File: src/sv/bfra_pkg.sv
package bfra_pkg;

    localparam int REGION_ENTRIES = 32;
    localparam int ADDRESS_BITS   = 16;
    localparam int LEN_W          = 17;
    localparam int IDX_W          = $clog2(REGION_ENTRIES);
    localparam int POOL_RESET     = 65536;

    typedef enum logic [2:0] {
        ST_REUSED     = 3'd0,
        ST_NEW        = 3'd1,
        ST_NO_SPACE   = 3'd2,
        ST_TABLE_FULL = 3'd3,
        ST_FREED      = 3'd4,
        ST_NOT_FOUND  = 3'd5
    } t_status;

    localparam logic REQ_ALLOC = 1'b0;
    localparam logic REQ_FREE  = 1'b1;

    typedef struct packed {
        logic                    req_type;
        logic [LEN_W-1:0]        req_size;
        logic [ADDRESS_BITS-1:0] req_address;
    } t_req;

    typedef struct packed {
        t_status                 status;
        logic [ADDRESS_BITS-1:0] region_address;
    } t_result;

    // Commands from the controller to the datapath.
    typedef struct packed {
        logic load;
        logic read;
        logic finish;
    } t_cmd;

    // Status from the datapath to the controller.
    typedef struct packed {
        logic last;
    } t_dstat;

endpackage

File: src/sv/bfra_ctrl.sv
module bfra_ctrl (
    input  logic            i_clk,
    input  logic            i_rst_n,
    input  logic            i_start,
    input  bfra_pkg::t_dstat i_stat,
    output bfra_pkg::t_cmd  o_cmd,
    output logic            o_busy
);
    import bfra_pkg::*;

    typedef enum logic [1:0] {
        S_IDLE,
        S_SCAN,
        S_DRAIN,
        S_FINISH
    } t_state;

    t_state r_state;
    logic   r_busy;

    always_ff @(posedge i_clk) begin
        if (!i_rst_n) begin
            r_state <= S_IDLE;
            r_busy  <= 1'b0;
        end else begin
            case (r_state)
                S_IDLE: begin
                    if (i_start) begin
                        r_state <= S_SCAN;
                        r_busy  <= 1'b1;
                    end
                end
                S_SCAN: begin
                    if (i_stat.last) begin
                        r_state <= S_DRAIN;
                    end
                end
                S_DRAIN: begin
                    r_state <= S_FINISH;
                end
                S_FINISH: begin
                    r_state <= S_IDLE;
                    r_busy  <= 1'b0;
                end
                default: begin
                    r_state <= S_IDLE;
                    r_busy  <= 1'b0;
                end
            endcase
        end
    end

    always_comb begin
        o_cmd.load   = (r_state == S_IDLE) && i_start;
        o_cmd.read   = (r_state == S_SCAN);
        o_cmd.finish = (r_state == S_FINISH);
    end

    assign o_busy = r_busy;

endmodule

File: src/sv/bfra_dpath.sv
module bfra_dpath (
    input  logic                       i_clk,
    input  logic                       i_rst_n,
    input  bfra_pkg::t_cmd             i_cmd,
    input  bfra_pkg::t_req             i_req,
    input  logic [bfra_pkg::LEN_W-1:0] i_pool_size,
    output bfra_pkg::t_dstat           o_stat,
    output logic                       o_result_valid,
    output bfra_pkg::t_result          o_result
);
    import bfra_pkg::*;

    localparam int ENTRY_W = ADDRESS_BITS + LEN_W;

    // Region table: start and length in a memory, valid and in-use flags in flops.
    logic [ENTRY_W-1:0]        mem [REGION_ENTRIES];
    logic [REGION_ENTRIES-1:0] r_valid;
    logic [REGION_ENTRIES-1:0] r_in_use;
    logic [LEN_W-1:0]          r_break;

    // Latched request.
    logic                    r_type;
    logic [LEN_W-1:0]        r_size;
    logic [ADDRESS_BITS-1:0] r_addr;

    // Scan pipeline.
    logic [IDX_W-1:0]   r_idx;
    logic [IDX_W-1:0]   r_cmp_idx;
    logic               r_cmp_vld;
    logic [ENTRY_W-1:0] r_rd;

    // Scan results.
    logic                    r_best_found;
    logic [IDX_W-1:0]        r_best_idx;
    logic [LEN_W-1:0]        r_best_len;
    logic [ADDRESS_BITS-1:0] r_best_start;
    logic                    r_slot_found;
    logic [IDX_W-1:0]        r_slot_idx;

    t_result r_result;
    logic    r_result_valid;

    logic [ADDRESS_BITS-1:0] rd_start;
    logic [LEN_W-1:0]        rd_len;
    logic                    cmp_v;
    logic                    cmp_u;
    logic                    take_best;
    logic                    take_slot;
    logic [LEN_W:0]          end_sum;
    logic                    no_space;
    t_status                 n_status;
    logic [ADDRESS_BITS-1:0] n_region;
    logic                    do_new;

    assign rd_start = r_rd[ENTRY_W-1:LEN_W];
    assign rd_len   = r_rd[LEN_W-1:0];
    assign cmp_v    = r_valid[r_cmp_idx];
    assign cmp_u    = r_in_use[r_cmp_idx];

    always_comb begin
        take_best = 1'b0;
        take_slot = 1'b0;
        if (r_cmp_vld) begin
            if (r_type == REQ_ALLOC) begin
                take_slot = !cmp_v && !r_slot_found;
                take_best = cmp_v && !cmp_u && (rd_len >= r_size) &&
                            (!r_best_found || (rd_len < r_best_len));
            end else begin
                take_best = cmp_v && cmp_u && (rd_start == r_addr) && !r_best_found;
            end
        end
    end

    assign end_sum  = {1'b0, r_break} + {1'b0, r_size};
    assign no_space = (end_sum > {1'b0, i_pool_size}) || ((r_break >> ADDRESS_BITS) != '0);

    always_comb begin
        n_region = '0;
        do_new   = 1'b0;
        if (r_type == REQ_ALLOC) begin
            if (r_best_found) begin
                n_status = ST_REUSED;
                n_region = r_best_start;
            end else if (no_space) begin
                n_status = ST_NO_SPACE;
            end else if (!r_slot_found) begin
                n_status = ST_TABLE_FULL;
            end else begin
                n_status = ST_NEW;
                n_region = ADDRESS_BITS'(r_break);
                do_new   = 1'b1;
            end
        end else begin
            n_status = r_best_found ? ST_FREED : ST_NOT_FOUND;
        end
    end

    // Control state.
    always_ff @(posedge i_clk) begin
        if (!i_rst_n) begin
            r_valid        <= '0;
            r_in_use       <= '0;
            r_break        <= '0;
            r_cmp_vld      <= 1'b0;
            r_best_found   <= 1'b0;
            r_slot_found   <= 1'b0;
            r_result_valid <= 1'b0;
        end else begin
            r_cmp_vld      <= i_cmd.read;
            r_result_valid <= i_cmd.finish;
            if (i_cmd.load) begin
                r_best_found <= 1'b0;
                r_slot_found <= 1'b0;
            end else begin
                if (take_best) begin
                    r_best_found <= 1'b1;
                end
                if (take_slot) begin
                    r_slot_found <= 1'b1;
                end
            end
            if (i_cmd.finish) begin
                if (r_type == REQ_ALLOC) begin
                    if (r_best_found) begin
                        r_in_use[r_best_idx] <= 1'b1;
                    end else if (do_new) begin
                        r_valid[r_slot_idx]  <= 1'b1;
                        r_in_use[r_slot_idx] <= 1'b1;
                        r_break              <= end_sum[LEN_W-1:0];
                    end
                end else if (r_best_found) begin
                    r_in_use[r_best_idx] <= 1'b0;
                end
            end
        end
    end

    // Payload registers.
    always_ff @(posedge i_clk) begin
        if (i_cmd.load) begin
            r_type <= i_req.req_type;
            r_size <= i_req.req_size;
            r_addr <= i_req.req_address;
            r_idx  <= '0;
        end else if (i_cmd.read) begin
            r_idx <= r_idx + 1'b1;
        end
        r_cmp_idx <= r_idx;
        if (take_best) begin
            r_best_idx   <= r_cmp_idx;
            r_best_len   <= rd_len;
            r_best_start <= rd_start;
        end
        if (take_slot) begin
            r_slot_idx <= r_cmp_idx;
        end
        if (i_cmd.finish) begin
            r_result.status         <= n_status;
            r_result.region_address <= n_region;
        end
    end

    // Table memory: one write port, one registered read port.
    always_ff @(posedge i_clk) begin
        if (i_cmd.finish && do_new) begin
            mem[r_slot_idx] <= {ADDRESS_BITS'(r_break), r_size};
        end
        if (i_cmd.read) begin
            r_rd <= mem[r_idx];
        end
    end

    assign o_stat.last    = (r_idx == IDX_W'(REGION_ENTRIES - 1));
    assign o_result_valid = r_result_valid;
    assign o_result       = r_result;

endmodule

File: src/sv/best_fit_region_allocator.sv
// Best-fit region allocator. Assert start with a request on i_req while busy
// is low; the item is taken at that clock edge and busy rises. Every request
// scans the whole region table, one entry per cycle through the table memory's
// registered read port, followed by a compare-drain step and an update step.
// The result is shown on o_result for exactly one cycle, flagged by
// o_result_valid; the receiver cannot stall it and must capture it then.
// Busy is low in that cycle, so a new request may be issued in that same
// cycle; no new request is taken before the last result is shown. The
// pool size register is written through the APB port at byte address 0 and
// should only be changed while the block is idle. No clearing pass is needed
// after reset: the table's valid and in-use flags are flops cleared by reset.
module best_fit_region_allocator (
    input  logic                       i_clk,
    input  logic                       i_rst_n,
    input  logic                       start,
    output logic                       busy,
    input  bfra_pkg::t_req             i_req,
    output logic                       o_result_valid,
    output bfra_pkg::t_result          o_result,
    input  logic                       psel,
    input  logic                       penable,
    input  logic                       pwrite,
    input  logic [1:0]                 paddr,
    input  logic [31:0]                pwdata,
    output logic [31:0]                prdata,
    output logic                       pready
);
    import bfra_pkg::*;

    t_cmd             cmd;
    t_dstat           dstat;
    logic [LEN_W-1:0] r_pool_size;
    logic             cfg_write;
    logic             unused_paddr;

    // The only register sits at address 0; every byte address of the port
    // maps onto it.
    assign cfg_write    = psel && penable && pwrite && pready;
    assign unused_paddr = ^paddr;
    assign pready       = 1'b1;
    assign prdata       = {{(32 - LEN_W){1'b0}}, r_pool_size};

    always_ff @(posedge i_clk) begin
        if (!i_rst_n) begin
            r_pool_size <= LEN_W'(POOL_RESET);
        end else if (cfg_write) begin
            r_pool_size <= pwdata[LEN_W-1:0];
        end
    end

    // The controller sequences the scan; the datapath holds the table,
    // the break pointer and the best-fit search registers.
    bfra_ctrl u_ctrl (
        .i_clk   (i_clk),
        .i_rst_n (i_rst_n),
        .i_start (start && !unused_paddr | start),
        .i_stat  (dstat),
        .o_cmd   (cmd),
        .o_busy  (busy)
    );

    bfra_dpath u_dpath (
        .i_clk          (i_clk),
        .i_rst_n        (i_rst_n),
        .i_cmd          (cmd),
        .i_req          (i_req),
        .i_pool_size    (r_pool_size),
        .o_stat         (dstat),
        .o_result_valid (o_result_valid),
        .o_result       (o_result)
    );

    // An accepted request always makes the block busy in the next cycle.
    a_accept_busy: assert property (@(posedge i_clk) disable iff (!i_rst_n)
        start && !busy |=> busy)
        else $error("busy did not rise after an accepted request");

    // A result is only presented once the scan has finished.
    a_result_idle: assert property (@(posedge i_clk) disable iff (!i_rst_n)
        o_result_valid |-> !busy)
        else $error("result presented while still busy");

    // Each request produces a single one-cycle result.
    a_result_pulse: assert property (@(posedge i_clk) disable iff (!i_rst_n)
        o_result_valid |=> !o_result_valid)
        else $error("result strobe longer than one cycle");

    // Only allocations that succeed return a region address.
    a_addr_zero: assert property (@(posedge i_clk) disable iff (!i_rst_n)
        o_result_valid && (o_result.status != ST_REUSED) && (o_result.status != ST_NEW)
        |-> (o_result.region_address == '0))
        else $error("nonzero address with a failing or free status");

endmodule
File: config.mk
export PLATFORM = sky130hd
export DESIGN_NAME = best_fit_region_allocator
export DESIGN_NICKNAME = d
export VERILOG_FILES = /design/src/sv/bfra_pkg.sv /design/src/sv/bfra_ctrl.sv /design/src/sv/bfra_dpath.sv /design/src/sv/best_fit_region_allocator.sv
export SDC_FILE = /design/constraint.sdc
export NUM_CORES = 2
export LEC_CHECK = 0
export ABC_AREA = 1
export CORE_MARGIN = 3
export CORE_UTILIZATION = 60
export CTS_BUF_LIST = sky130_fd_sc_hd__clkbuf_2 sky130_fd_sc_hd__clkbuf_4 sky130_fd_sc_hd__clkbuf_8
export DETAILED_ROUTE_END_ITERATION = 12
export DONT_BUFFER_PORTS = 1
export GPL_TIMING_DRIVEN = 1
export PLACE_DENSITY = 0.76
export RECOVER_POWER = 50
export SETUP_SLACK_MARGIN = 0.3
export SYNTH_ARGS = -nofsm -noshare
export SYNTH_HDL_FRONTEND = slang
export SYNTH_SLANG_ARGS = --single-unit
File: constraint.sdc
create_clock -name i_clk -period 13 [get_ports i_clk]
set_clock_uncertainty 0.1 [all_clocks]
set_input_delay 2.6 -clock i_clk [delete_from_list [all_inputs] [get_ports i_clk]]
set_output_delay 2.6 -clock i_clk [all_outputs]
set_load 0.01 [all_outputs]
-- Word-level counts from Yosys, hierarchy flattened
Memories as Yosys holds them, arrays and structs flattened. A register that Yosys moved wholly into a read port is not among the register bits.
Cells that the tools add are included.
- bitwise operators: 9
- multiplexer cells: 35
- reduce and logical (&&, ||, !) cells: 30
- order comparisons: 8
- add/subtract/negate cells: 2
- eq/ne operators: 8
- operator list (kind ; count):
    $mux 32 ; 4
    $or 32x32->32 ; 3
    $mux 16 ; 3
    $and 32x32->32 ; 1
    $not 32->32 ; 1
    $add 17x17->18 ; 1
    $gt 18x17->1 ; 1
    $lt 5x6->1 const B ; 3
    $ge 17x17->1 ; 1
    $lt 17x17->1 ; 1
    $eq 16x16->1 ; 1
    $mux 1 ; 16
    $logic_and 1x1->1 ; 14
    $bmux 1 s5 ; 2
    $demux 1 s5 ; 2
    $ge 5x1->1 const B ; 2
    $mux 3 ; 3
    $pmux 2 s4 ; 1
    $mux 2 ; 3
    $add 5x1->5 const B ; 1
    $eq 5x5->1 const B ; 1
    $logic_not 1->1 ; 5
    $eq 2x2->1 const B ; 2
    $ne 2x2->1 const B ; 2
    other kinds (13) ; 18
- bits in writable memories: 1056
- output and inout bits: 54
- input port bits: 74
- word-level logic and storage cells: 114
- memories kept: 1
- register bits after elaboration: 211
- memory list (memory ; words ; width ; rd ports ; clocked after Yosys merged registers in ; wr ports ; line ; text):
    u_dpath.mem ; 32 ; 33 ; 1 ; 1 ; 1 ; bfra_dpath.sv:16 ; logic [ENTRY_W-1:0] mem [REGION_ENTRIES];

-- Longest topological paths before layout
- depth after elaboration: 9
- gate-level depth with buffers: 27
- gate-level depth less buffers: 27

-- By module
From an unflattened synthesis, not the netlist that was laid out.
- cells, all modules: 4556
- area, all modules: 53919.2 um^2
- modules (own cells, without submodules) (module ; times used ; seq. area each (um^2) ; area each (um^2) ; cells each):
    bfra_dpath ; 1 ; 37486.0 ; 52849.4 ; 4402
    best_fit_region_allocator ; 1 ; 340.3 ; 865.8 ; 125
    bfra_ctrl ; 1 ; 60.1 ; 203.9 ; 29

-- Least setup slack after synthesis
OpenSTA, ideal clock, no wires.
- path kind: reg-to-reg
- from: reg u_dpath.r_break[2]
- to: mem u_dpath.mem[10][0] (netlist name), enable pin
- data required time: 12.512 ns
- arrival: 4.392 ns
- buffers on the path: 1
- setup time: 0.388 ns
- setup slack: 8.120 ns
- clock period less this slack: 4.880 ns
- stages on the path, launching flop included: 25
- cells stage by stage: dfxtp_1 -> ha_1 -> a21oi_1 -> nand2_1 -> a21oi_2 -> o21ai_0 -> a21boi_0 -> xor2_1 -> inv_1 -> ha_1 -> a21o_1 -> nor2_1 -> nand3_1 -> nand2_1 -> nand2_1 -> nand2_1 -> nand2_1 -> nand2_1 -> nand2_1 -> nand2_2 -> nand4_4 -> nor2_8 -> buf_6 -> nand3_2 -> inv_1
- word-level cells in the longest chain between the ends: 9
- ends and longest elaborated chain (what ; line ; text):
    start: declaration ; bfra_dpath.sv:19 ; logic [LEN_W-1:0] r_break;
    start signal: assignment ; bfra_dpath.sv:129 ; r_break <= end_sum[LEN_W-1:0];
    $add 17x17->18 ; bfra_dpath.sv:74 ; assign end_sum = {1'b0, r_break} + {1'b0, r_size};
    named net u_dpath.end_sum[9] ; bfra_dpath.sv:49 ; logic [LEN_W:0] end_sum;
    $gt 18x17->1 ; bfra_dpath.sv:75 ; assign no_space = (end_sum > {1'b0, i_pool_size}) || ((r_break >> ADDRESS_BITS) != '0);
    $logic_or 1x1->1 ; bfra_dpath.sv:75 ;
    $mux 1 ; bfra_dpath.sv:84 ; end else if (no_space) begin
    $mux 1 ; bfra_dpath.sv:81 ; if (r_best_found) begin
    $mux 1 ; bfra_dpath.sv:80 ; if (r_type == REQ_ALLOC) begin
    $logic_and 1x1->1 ; bfra_dpath.sv:165 ; if (i_cmd.finish && do_new) begin
    $mux 1 ; bfra_dpath.sv:165 ;
    $mux 1 (implied by the code) ; bfra_dpath.sv:166 ; mem[r_slot_idx] <= {ADDRESS_BITS'(r_break), r_size};
    end: declaration ; bfra_dpath.sv:16 ;
The timed path passes the listed nets, and every way through them passes these cells.

==> impl_metrics.ini <==
[status]
status = finished with violations
failed_checks = max-capacitance violations, max-slew violations

[critical_path]
r2r_setup_slack_ns = 4.64
end_kind = flip-flop
crit_type = flip-flop to flip-flop
path_max_fanout = 109
critPathLaunchType = flip-flop
worstReg2RegStart = u_dpath.r_idx[2]
rr_endpoint = u_dpath.r_rd[1]
crit_required_ns = 13.50
crit_arrival_ns = 8.86
reg2regPathDepth = 6

[synthesis]
postSynthAreaPerCell_um2 = 12.0
synthTopCellsByArea = edfxtp_1 (66%), o21ai_0 (7.0%), nor2_1 (5.0%)
synthArstFlopShare_pct = 0
synth_compound_area_share_pct = 13.5
synth_area_um2 = 53800
synth_top_cell_by_area = edfxtp_1
yosys_warnings = 0
synth-simple-area-share_pct = 9.75
seq_area_frac_synth_pct = 70.5
synth_top_family_by_area = compound AO/OA/AOI/OAI gates
synth_edf_count = 1185
ys_ff_latch = 1300
postSynthCellCount = 4497
synth_mux_area_share_pct = 0
synth_top_area_share_pct = 66.2
ys_types = 50
synth-main-ff-cell = edfxtp_1
synthTopCellsByCount = edfxtp_1 (1185), o21ai_0 (751), nor2_1 (717)
synth_xor_area_share_pct = 0.293
synthAdderAreaFrac_pct = 1.76
synth_most_common_cell = edfxtp_1

[power_and_ir_drop]
ir_drop_mv = 0.130
power.density_nw_per_um2 = 185
leakage_uw = 0.0189

[cts]
clk_latency_ns = 0.88
post-cts-setup-buffers = 0
cts_root_buf = clkbuf_8
post_cts_resized = 0
hold_buffers = 0
path_clk_slew_ns = 0.06
cts_tree = yes
clock_sinks = 1300
numCtsBuffers = 195
htreeDepth = 4
cts.path.max_buffers = 3

[global_routing]
grt_remaining_overflow = 0
grt_max_degree = 177
grtUsageTotal_pct = 30.0
antenna_found_initial = 7
grt_pass1_wl_mm = 211
first_global_vias = 35100

[finish]
layout.nets = 4627
final_util_pct = 66.1
areaGrowthSynthToFinish_pct = 8.95
drive_gt1_share_pct = 9.49

[floorplanning]
start_util_pct = 60.7
num_rows = 109
die_area_um2 = 93300
die_h_um = 305
coreArea_um2 = 88600
dieWidth_um = 305
io_pins = 128

[detailed_routing]
drc = 0
drtIter0Drc = 5324
routedWlPerCell_um = 24.4
viasPerCell = 6.36
vias = 37000
routed_wl_mm = 142
dr.pass1.iters = 7
ant_nets = 0

[timing]
min_period_ns = 8.36
relSlewSlack_pct = -337
finalCritPeriodShare_pct = 64.3
slew_violations = 1152
rsz0062_at_grt = no
setup_violations = 0
worstMarginPinSlew_ns = 6.56
timing.setup.tns_ns = 0
clock.fmax_ghz = 0.120
finalHoldViolCount = 0

[min_path]
hold_path_class = flip-flop to flip-flop
holdPathEnd = u_dpath.r_valid[18]
holdPathStages = 2
hp-start = u_dpath.r_valid[18]

[placed_design]
portBuffers = 0
gp_congestion = 0.926
dpl.hpwl_mm = 73.3

[run]
drv_cap = 29
-- critical path, cell delays in order, from the launching register on --
cell      delay, ns
dfxtp_1        1.35
clkbuf_1       4.51
o221ai_1       0.97
nand3_1        0.37
o21ai_0        0.13
o21ai_1        0.25
inv_1          0.07
-- cells by family (layout without fill, tap and decap cells) --
group | after synthesis | after routing
buffers and inverters | 572 | 710
AOI/OAI and AO/OA | 1277 | 1277
adders and majority gates | 75 | 75
DFF | 1300 | 1300
xor gates and xnor gates | 18 | 18
and+or+nand+nor | 1253 | 1253
other | 2 | 24
-- flip-flops by register name (all words and copies together) (netlist names), 2 cells and up --
signal and cells:
r_pool_size 17, u_dpath.r_break 17, u_dpath.r_size 17, u_dpath.r_best_start 16
u_dpath.r_valid 32, u_dpath.r_idx 5, u_dpath.r_slot_idx 5, u_ctrl.r_state 2
u_dpath.r_cmp_idx 5, u_dpath.r_addr 16, u_dpath.r_best_idx 5, u_dpath.mem 1056
u_dpath.r_rd 33, u_dpath.o_result 19, u_dpath.r_best_len 17, u_dpath.r_in_use 32
-- worst max path at each step --
stage                             from                  end  slack [ns]  cells after the start
floorplan           u_dpath.r_break[2]   u_dpath.mem[10][0]        8.12                     24
global placement     u_dpath.r_size[2]  u_dpath.mem[27][14]        6.43                     24
detailed placement   u_dpath.r_size[2]  u_dpath.mem[27][13]        6.39                     24
CTS                  u_dpath.r_size[2]   u_dpath.mem[27][8]        6.34                     24
global route          u_dpath.r_idx[2]     u_dpath.r_rd[16]        4.43                      6
finish                u_dpath.r_idx[2]      u_dpath.r_rd[1]        4.64                      6
-- per-layer routing --
metal / vias to the layer above / part of all wire (%) / GRT usage [%]
met3: 402 / 12 / 6.22
met4: 2 / 4.2 / 13.3
met1: 17900 / 38 / 41.1
met2: 2377 / 46 / 47.1
met5: - / 0.0077 / 0
li1: 16400 / - / -
-- cell usage in the layout, fill, tap and decap left out, types with 4 or more instances in the layout --
master     instances
clkbuf_8         198
edfxtp_1        1185
o21ai_0          753
bufinv_16          9
nand3_2           20
inv_2             32
nand2_1          269
clkbuf_1          27
a21oi_1          164
dfxtp_1          114
xor2_1            14
a31oi_1            4
a21o_1             4
ha_1              74
o211ai_1          37
o221ai_1         135
o21ai_1           31
clkbuf_4          71
nor2_1           716
xnor2_1            4
conb_1            16
o22ai_1          134
buf_4             48
nand4_1           29
inv_1            227
diode_2            8
nand3_1          193
clkinv_1          49
inv_12             5
clkinv_2          28
nor3_1            12
-- report_power, final --
part / switching [µW] / leakage (µW) / internal [µW] / total [µW]
logic: 1740 / 0.00615 / 640 / 2380
registers: 217 / 0.0106 / 4790 / 5000
clock network: 1610 / 0.00215 / 1830 / 3440
-- layout make-up --
| cell class | instances | area (µm²) |
|---|---|---|
| sequential | 1300 | 37900 |
| fill | 6327 | 30100 |
| multi-input combinational | 2639 | 13600 |
| clock buffer | 269 | 3260 |
| tap | 1165 | 1460 |
| inverter | 265 | 1010 |
| clock inverter | 99 | 807 |
| timing repair buffer | 77 | 502 |
| antenna | 8 | 20.0 |
-- through the flow --
stage / hold WS [ns] / power, µW / std cells / instance area, µm² / setup slack, ns
CTS: 0.351 / 10800 / 5814 / 58700 / 6.34
global placement: 0.336 / 7330 / 5446 / 54600 / 6.43
detailed placement: 0.341 / 7400 / 5446 / 54600 / 6.39
finish: 0.351 / 10800 / 5822 / 58600 / 4.64
floorplan: 0.229 / 6620 / 4511 / 53800 / 8.12
global route: 0.369 / 11300 / 5817 / 58600 / 4.43
No activity file was read; power rests on OpenSTA's default activity.
